File: config.mk
export PLATFORM = sky130hd
export DESIGN_NAME = fccb_merge
export DESIGN_NICKNAME = d
export VERILOG_FILES = /design/src/sv/fccb_pkg.sv /design/src/sv/fccb_merge.sv
export SDC_FILE = /design/constraint.sdc
export NUM_CORES = 1
export LEC_CHECK = 0
export BUFFER_PORTS_ARGS = -buffer_cell sky130_fd_sc_hd__clkbuf_2
export CAP_MARGIN = 30
export CORE_AREA = 5 5 42 44
export CTS_CLUSTER_DIAMETER = 120
export DETAILED_ROUTE_END_ITERATION = 10
export DIE_AREA = 0 0 47 49
export PLACE_DENSITY = 0.57
export SLEW_MARGIN = 20
export SYNTH_ARGS = -nofsm -noshare
export SYNTH_HDL_FRONTEND = slang
export SYNTH_SLANG_ARGS = --single-unit
File: constraint.sdc
create_clock -name clock -period 0.95 [get_ports clock]
set_clock_uncertainty 0.05 [all_clocks]
set_input_delay 0.095 -clock clock [delete_from_list [all_inputs] [get_ports clock]]
set_output_delay 0.095 -clock clock [all_outputs]
set_load 0.02 [all_outputs]
File: src/sv/fccb_pkg.sv
`timescale 1ns / 1ps

package fccb_pkg;

   // Field widths on the stream and register ports.
   localparam int FIELD_W    = 32;
   localparam int DIST_W     = 31;
   localparam int NUM_COORDS = 6;
   localparam int REQ_DATA_W = FIELD_W * NUM_COORDS;
   localparam int CLIP_W     = 7 - 1;
   localparam int RSP_DATA_W = 8;
   localparam int CSR_ADDR_W = 5;
   localparam int CSR_DATA_W = 32;
   localparam int NUM_SIDES  = 4;

   // Bit positions inside clip_bits.
   localparam int BIT_NEAR = 4;
   localparam int BIT_FAR  = 5;

   // Register map, one word per register.
   typedef enum logic [2:0] {
      REG_PERSPECTIVE = 3'd0,
      REG_DISTANCE    = 3'd1,
      REG_WIN_LEFT    = 3'd2,
      REG_WIN_RIGHT   = 3'd3,
      REG_WIN_TOP     = 3'd4,
      REG_WIN_BOTTOM  = 3'd5,
      REG_NEAR        = 3'd6,
      REG_FAR         = 3'd7
   } fccb_reg_type;

   // Side plane lanes.
   typedef enum logic [1:0] {
      SIDE_LEFT   = 2'd0,
      SIDE_RIGHT  = 2'd1,
      SIDE_TOP    = 2'd2,
      SIDE_BOTTOM = 2'd3
   } fccb_side_type;

   // Reset values of the registers.
   localparam logic [FIELD_W-1:0] RST_WIN_LEFT   = 32'hFFFF_0000;
   localparam logic [FIELD_W-1:0] RST_WIN_RIGHT  = 32'h0001_0000;
   localparam logic [FIELD_W-1:0] RST_WIN_TOP    = 32'h0001_0000;
   localparam logic [FIELD_W-1:0] RST_WIN_BOTTOM = 32'hFFFF_0000;
   localparam logic [FIELD_W-1:0] RST_NEAR       = 32'd6554;
   localparam logic [FIELD_W-1:0] RST_FAR        = 32'h7FFF_FFFF;
   localparam logic [DIST_W-1:0]  RST_DISTANCE   = 31'd65536;

   // What one lane found for its side plane.
   typedef struct packed {
      logic point_out;  // Point lies strictly outside.
      logic box_out;    // No box corner lies strictly inside.
   } fccb_lane_res_type;

   // Item information carried alongside the lanes.
   typedef struct packed {
      logic box_mode;
      logic near_hit;
      logic far_hit;
   } fccb_tag_type;

endpackage

File: src/sv/fccb_merge.sv
`timescale 1ns / 1ps

module fccb_merge (
   input  logic                                    clock,
   input  logic                                    reset,
   input  logic                                    in_valid,
   input  logic                                    out_en,
   input  fccb_pkg::fccb_lane_res_type             lane_res [fccb_pkg::NUM_SIDES],
   input  fccb_pkg::fccb_tag_type                  tag,
   output logic                                    rsp_tvalid,
   // rsp_tdata fields from bit 0: clip_bits[5:0], inside_res[6], zero pad[7].
   output logic [fccb_pkg::RSP_DATA_W-1:0]         rsp_tdata
);
   import fccb_pkg::*;

   logic [CLIP_W-1:0]     clip_in;
   logic                  inside_in;
   logic                  valid_ff;
   logic [RSP_DATA_W-1:0] data_ff;

   // Combine the side lanes with the depth tests of the item.
   always_comb begin
      clip_in = '0;
      for (int k = 0; k < NUM_SIDES; k++) begin
         clip_in[k] = tag.box_mode ? lane_res[k].box_out : lane_res[k].point_out;
      end
      clip_in[BIT_NEAR] = !tag.box_mode && tag.near_hit;
      clip_in[BIT_FAR]  = !tag.box_mode && tag.far_hit;
      inside_in = (clip_in[NUM_SIDES-1:0] == '0);
   end

   // Output register; it loads whenever it is empty or being taken.
   always_ff @(posedge clock) begin
      if (reset) begin
         valid_ff <= 1'b0;
      end else if (out_en) begin
         valid_ff <= in_valid;
      end
      if (out_en && in_valid) begin
         data_ff <= RSP_DATA_W'({inside_in, clip_in});
      end
   end

   assign rsp_tvalid = valid_ff;
   assign rsp_tdata  = data_ff;

endmodule

# Word level (Yosys, flattened, before mapping)
# Cells that the tools add are included.
dict set report totals {
  ff_bits 8
  inputBits 15
  output_inout_bits 9
  word_cells 11
}
dict set report classes {
  mux 4
  reduce_logical 5
}
# op count
set op_table {}
lappend op_table {{4-bit zero test} 1}
lappend op_table {{1-bit two-way mux} 4}
lappend op_table {{1-bit logical AND} 3}
lappend op_table {{1-bit zero test} 1}

# Longest topological paths before layout
dict set report depth {
  word_depth 2
  ltp_mapped 2
  depth_no_buf 2
}

# Least setup slack after synthesis
# No wires, ideal clock.
dict set report synth_path {
  path_kind {in2reg}
  start {input tag[2] (netlist name)}
  end {register data_ff[6] (netlist: rsp_tdata[6]), data pin}
  setup_time_ns 0.170
  arrival_time_ns 0.616
  required_ns 0.730
  path_slack_ns 0.114
  stages 2
  n_path_buf 0
  path_cell_list {mux2_4 > nor4_2}
}
dict set report synth_via {
  elab_chain_cells 2
  word_cells_on_any_way 5
  classes_between {mux (4); reduce/logical (1)}
}
# item line_no
set synth_lines {}
lappend synth_lines {{from (decl)} fccb_merge.sv:9} ;# input fccb_pkg::fccb_tag_type tag,
lappend synth_lines {{1-bit two-way mux} fccb_merge.sv:25} ;# clip_in[k] = tag.box_mode ? lane_res[k].box_out : lane_res[k].point_out;
lappend synth_lines {{4-bit zero test *} fccb_merge.sv:29} ;# inside_in = (clip_in[NUM_SIDES-1:0] == '0);
lappend synth_lines {{net inside_in} fccb_merge.sv:17} ;# logic inside_in;
lappend synth_lines {{to (signal assigned)} fccb_merge.sv:40} ;# data_ff <= RSP_DATA_W'({inside_in, clip_in});
lappend synth_lines {{to (decl)} fccb_merge.sv:19} ;# logic [RSP_DATA_W-1:0] data_ff;
# The timed path passes the listed nets; every way through them passes the cells marked *.
# A chain may end at the register's enable or synchronous reset.

# Final worst setup path
dict set report layout_path {
  start {register data_ff[1] (netlist: rsp_tdata[1])}
  end {output rsp_tdata[1] (netlist name)}
}
# item line_no
set layout_lines {}
lappend layout_lines {{to (decl)} fccb_merge.sv:12} ;# output logic [fccb_pkg::RSP_DATA_W-1:0] rsp_tdata
# No word-level cell between the ends.

==> results_dict.tcl <==
set metrics [dict create \
    syn_area_um2 344 \
    die_height_um 49 \
    pin_count 24 \
    initial_utilization_pct 24.6 \
    outcome "completed" \
    end_kind "output pin" \
    cp_top_family "flip-flops" \
    insertion_delay_ns 0.24 \
    post-dp-hpwl_um 596 \
    rr_worst_depth 2 \
    ctsRootBufferMaster "clkbuf_4" \
    crit_path_max_fanout 1 \
    final_layout_size_suffix_gt1_share_pct 70.2 \
    cts_tree "yes" \
    grt_overflow_total 0 \
    path_cells "clkbuf_2" \
    final_common_cell "clkbuf_2" \
    max-vdd-ir-drop_mv 0.526 \
    wl_per_cell_um 10.9 \
    crit_start "rsp_tdata[1]$_DFFE_PP_" \
    hold_class "primary input to flip-flop" \
    drt_iter0_markers 0 \
    synthCells 20 \
    drcViolationCount 0 \
    worstPathRequired_ns 0.81 \
    leakage_nw 0.235 \
    critPathBufInv 1 \
    drv_slew 0 \
    dr.pass1.iters 1 \
    gp_congestion 0.675 \
    antennaDiodeCount 0 \
    slowest_delay_ns 0.36 \
    worst_r2r_endpoint "rsp_tvalid$_SDFFE_PP0P_" \
    post-route-min-period_ns 0.916 \
    min-delay-start "in_valid" \
    drv_cap 0 \
    syn_avg_cell_area_um2 17.2 \
    synth-seq-area-share_pct 66.9 \
    hold_path_depth 3 \
    dpl_worst_slack_ns -0.117 \
    cts.sinks 8 \
    rsz0062_at_grt "false" \
    cts_made_buffers 3 \
    drt_wl_total_um 689 \
    p_per_area_mw_per_mm2 1610 \
    vias_per_cell 4.05 \
    yosys_warnings 0 \
    ys_types 11 \
    cp.depth 1 \
    synth-seq-cells 8 \
    crit_type "flip-flop to output pin" \
    die_area_mm2 0.00230 \
    cts.path.max_buffers 2 \
    path_clk_slew_ns 0.06 \
    synthToLayoutAreaGrowth_pct 48.4 \
    cts-htree-levels 1 \
    grt_antenna_before_repair 0 \
    nNetsFinal 63 \
    critPathLaunchType "flip-flop" \
    grt_usage_pct 7.17 \
    max_freq_mhz 1090 \
    fin_ws_ns 0.0336 \
    whs_ns 0.0496 \
    setup_viol 0 \
    grt_pass1_vias 290 \
    fin_util_pct 36.4 \
    finalCritPeriodShare_pct 96.5 \
    portBuffers 22 \
    grt_pass1_wl_um 1120 \
    rows 14 \
    critPathArrivalTime_ns 0.77 \
    r2r_setup_slack_ns 0.33 \
    grt_max_degree 8 \
    core_area_mm2 0.00140 \
    die_w_um 47 \
    fillers 158 \
    synth_nets 35 \
    layout_common_cells "21 x clkbuf_2, 7 x edfxtp_1, 3 x clkbuf_4" \
    min_to "rsp_tvalid$_SDFFE_PP0P_" \
    cp_slowest_cell "edfxtp_1" \
    timing.rr.start "rsp_tvalid$_SDFFE_PP0P_" \
    vias 255 \
    ant_nets 0 \
    hold_violations 0 \
]
==> worst max path at each step <==
stage / endpoint / slack [ns]
2_1_floorplan: rsp_tdata[6]$_DFFE_PP_ / 0.11
3_3_place_gp: rsp_tdata[6]$_DFFE_PP_ / -0.09
3_5_place_dp: rsp_tdata[6]$_DFFE_PP_ / -0.12
4_1_cts: rsp_tdata[1] / 0.01
5_1_grt: rsp_tdata[3] / 0.003
6_report: rsp_tdata[1] / 0.03
==> through the flow <==
| step | power, mW | std cells | TNS, ns | cell area, um2 |
|---|---|---|---|---|
| finish | 0.823 | 63 | 0 | 510 |
| global route | 0.863 | 63 | 0 | 510 |
| CTS | 0.839 | 63 | 0 | 510 |
| detailed placement | 0.560 | 58 | -0.117 | 474 |
| global placement | 0.558 | 58 | -0.0862 | 474 |
| floorplan | 0.500 | 20 | 0 | 344 |
==> routing by layer <==
layer | share of wire (%) | global-route usage, % | vias up
met3 | 15 | 1.48 | 2
met2 | 47 | 10.4 | 18
met4 | 2.8 | 8.29 | 0
met1 | 35 | 7.43 | 109
met5 | 0 | 0 | -
li1 | - | - | 126
==> area by class of cell <==
class | instances | area (um2) | area share (%)
Sequential cell | 8 | 230 | 45.1
Tap cell | 16 | 20.0 | 3.92
Multi-Input combinational cell | 11 | 106 | 20.8
Clock buffer | 4 | 26.3 | 5.15
Timing Repair Buffer | 24 | 128 | 25.0
==> registers in the layout, summed over array words and instances (netlist names) <==
register and cells:
rsp_tvalid 1, rsp_tdata 7
==> cell usage after synthesis <==
master	count	area share [%]
buf_4	1	2.2
edfxtp_1	7	61
and2b_2	2	5.1
nor4_2	1	3.6
nor2_1	1	1.1
and2_1	1	1.8
mux2_4	2	8.7
dfxtp_1	1	5.8
conb_1	1	1.1
mux2_2	2	6.5
mux2i_1	1	2.9
==> where the power goes <==
group,switching [mW],internal [mW]
registers,0.00575,0.410
logic,0.0722,0.0650
clock network,0.109,0.160
total,0.187,0.635
==> cell families (layout without fill, tap and decap cells) <==
group | after synthesis | after routing | share of synthesized area [%]
buf+inv | 1 | 28 | 2.18
flops | 8 | 8 | 66.9
mux | 5 | 5 | 18.2
other cells | 1 | 1 | 1.09
simple gates | 5 | 5 | 11.6
==> what timing repair did <==
action	CTS	global route
endpoints found under the setup margin	0	1
gates resized for setup	0	1
hold buffers	1	0
buffers inserted	0	0
endpoints found under the hold margin	1	0
(Power assumes the default switching activity.)
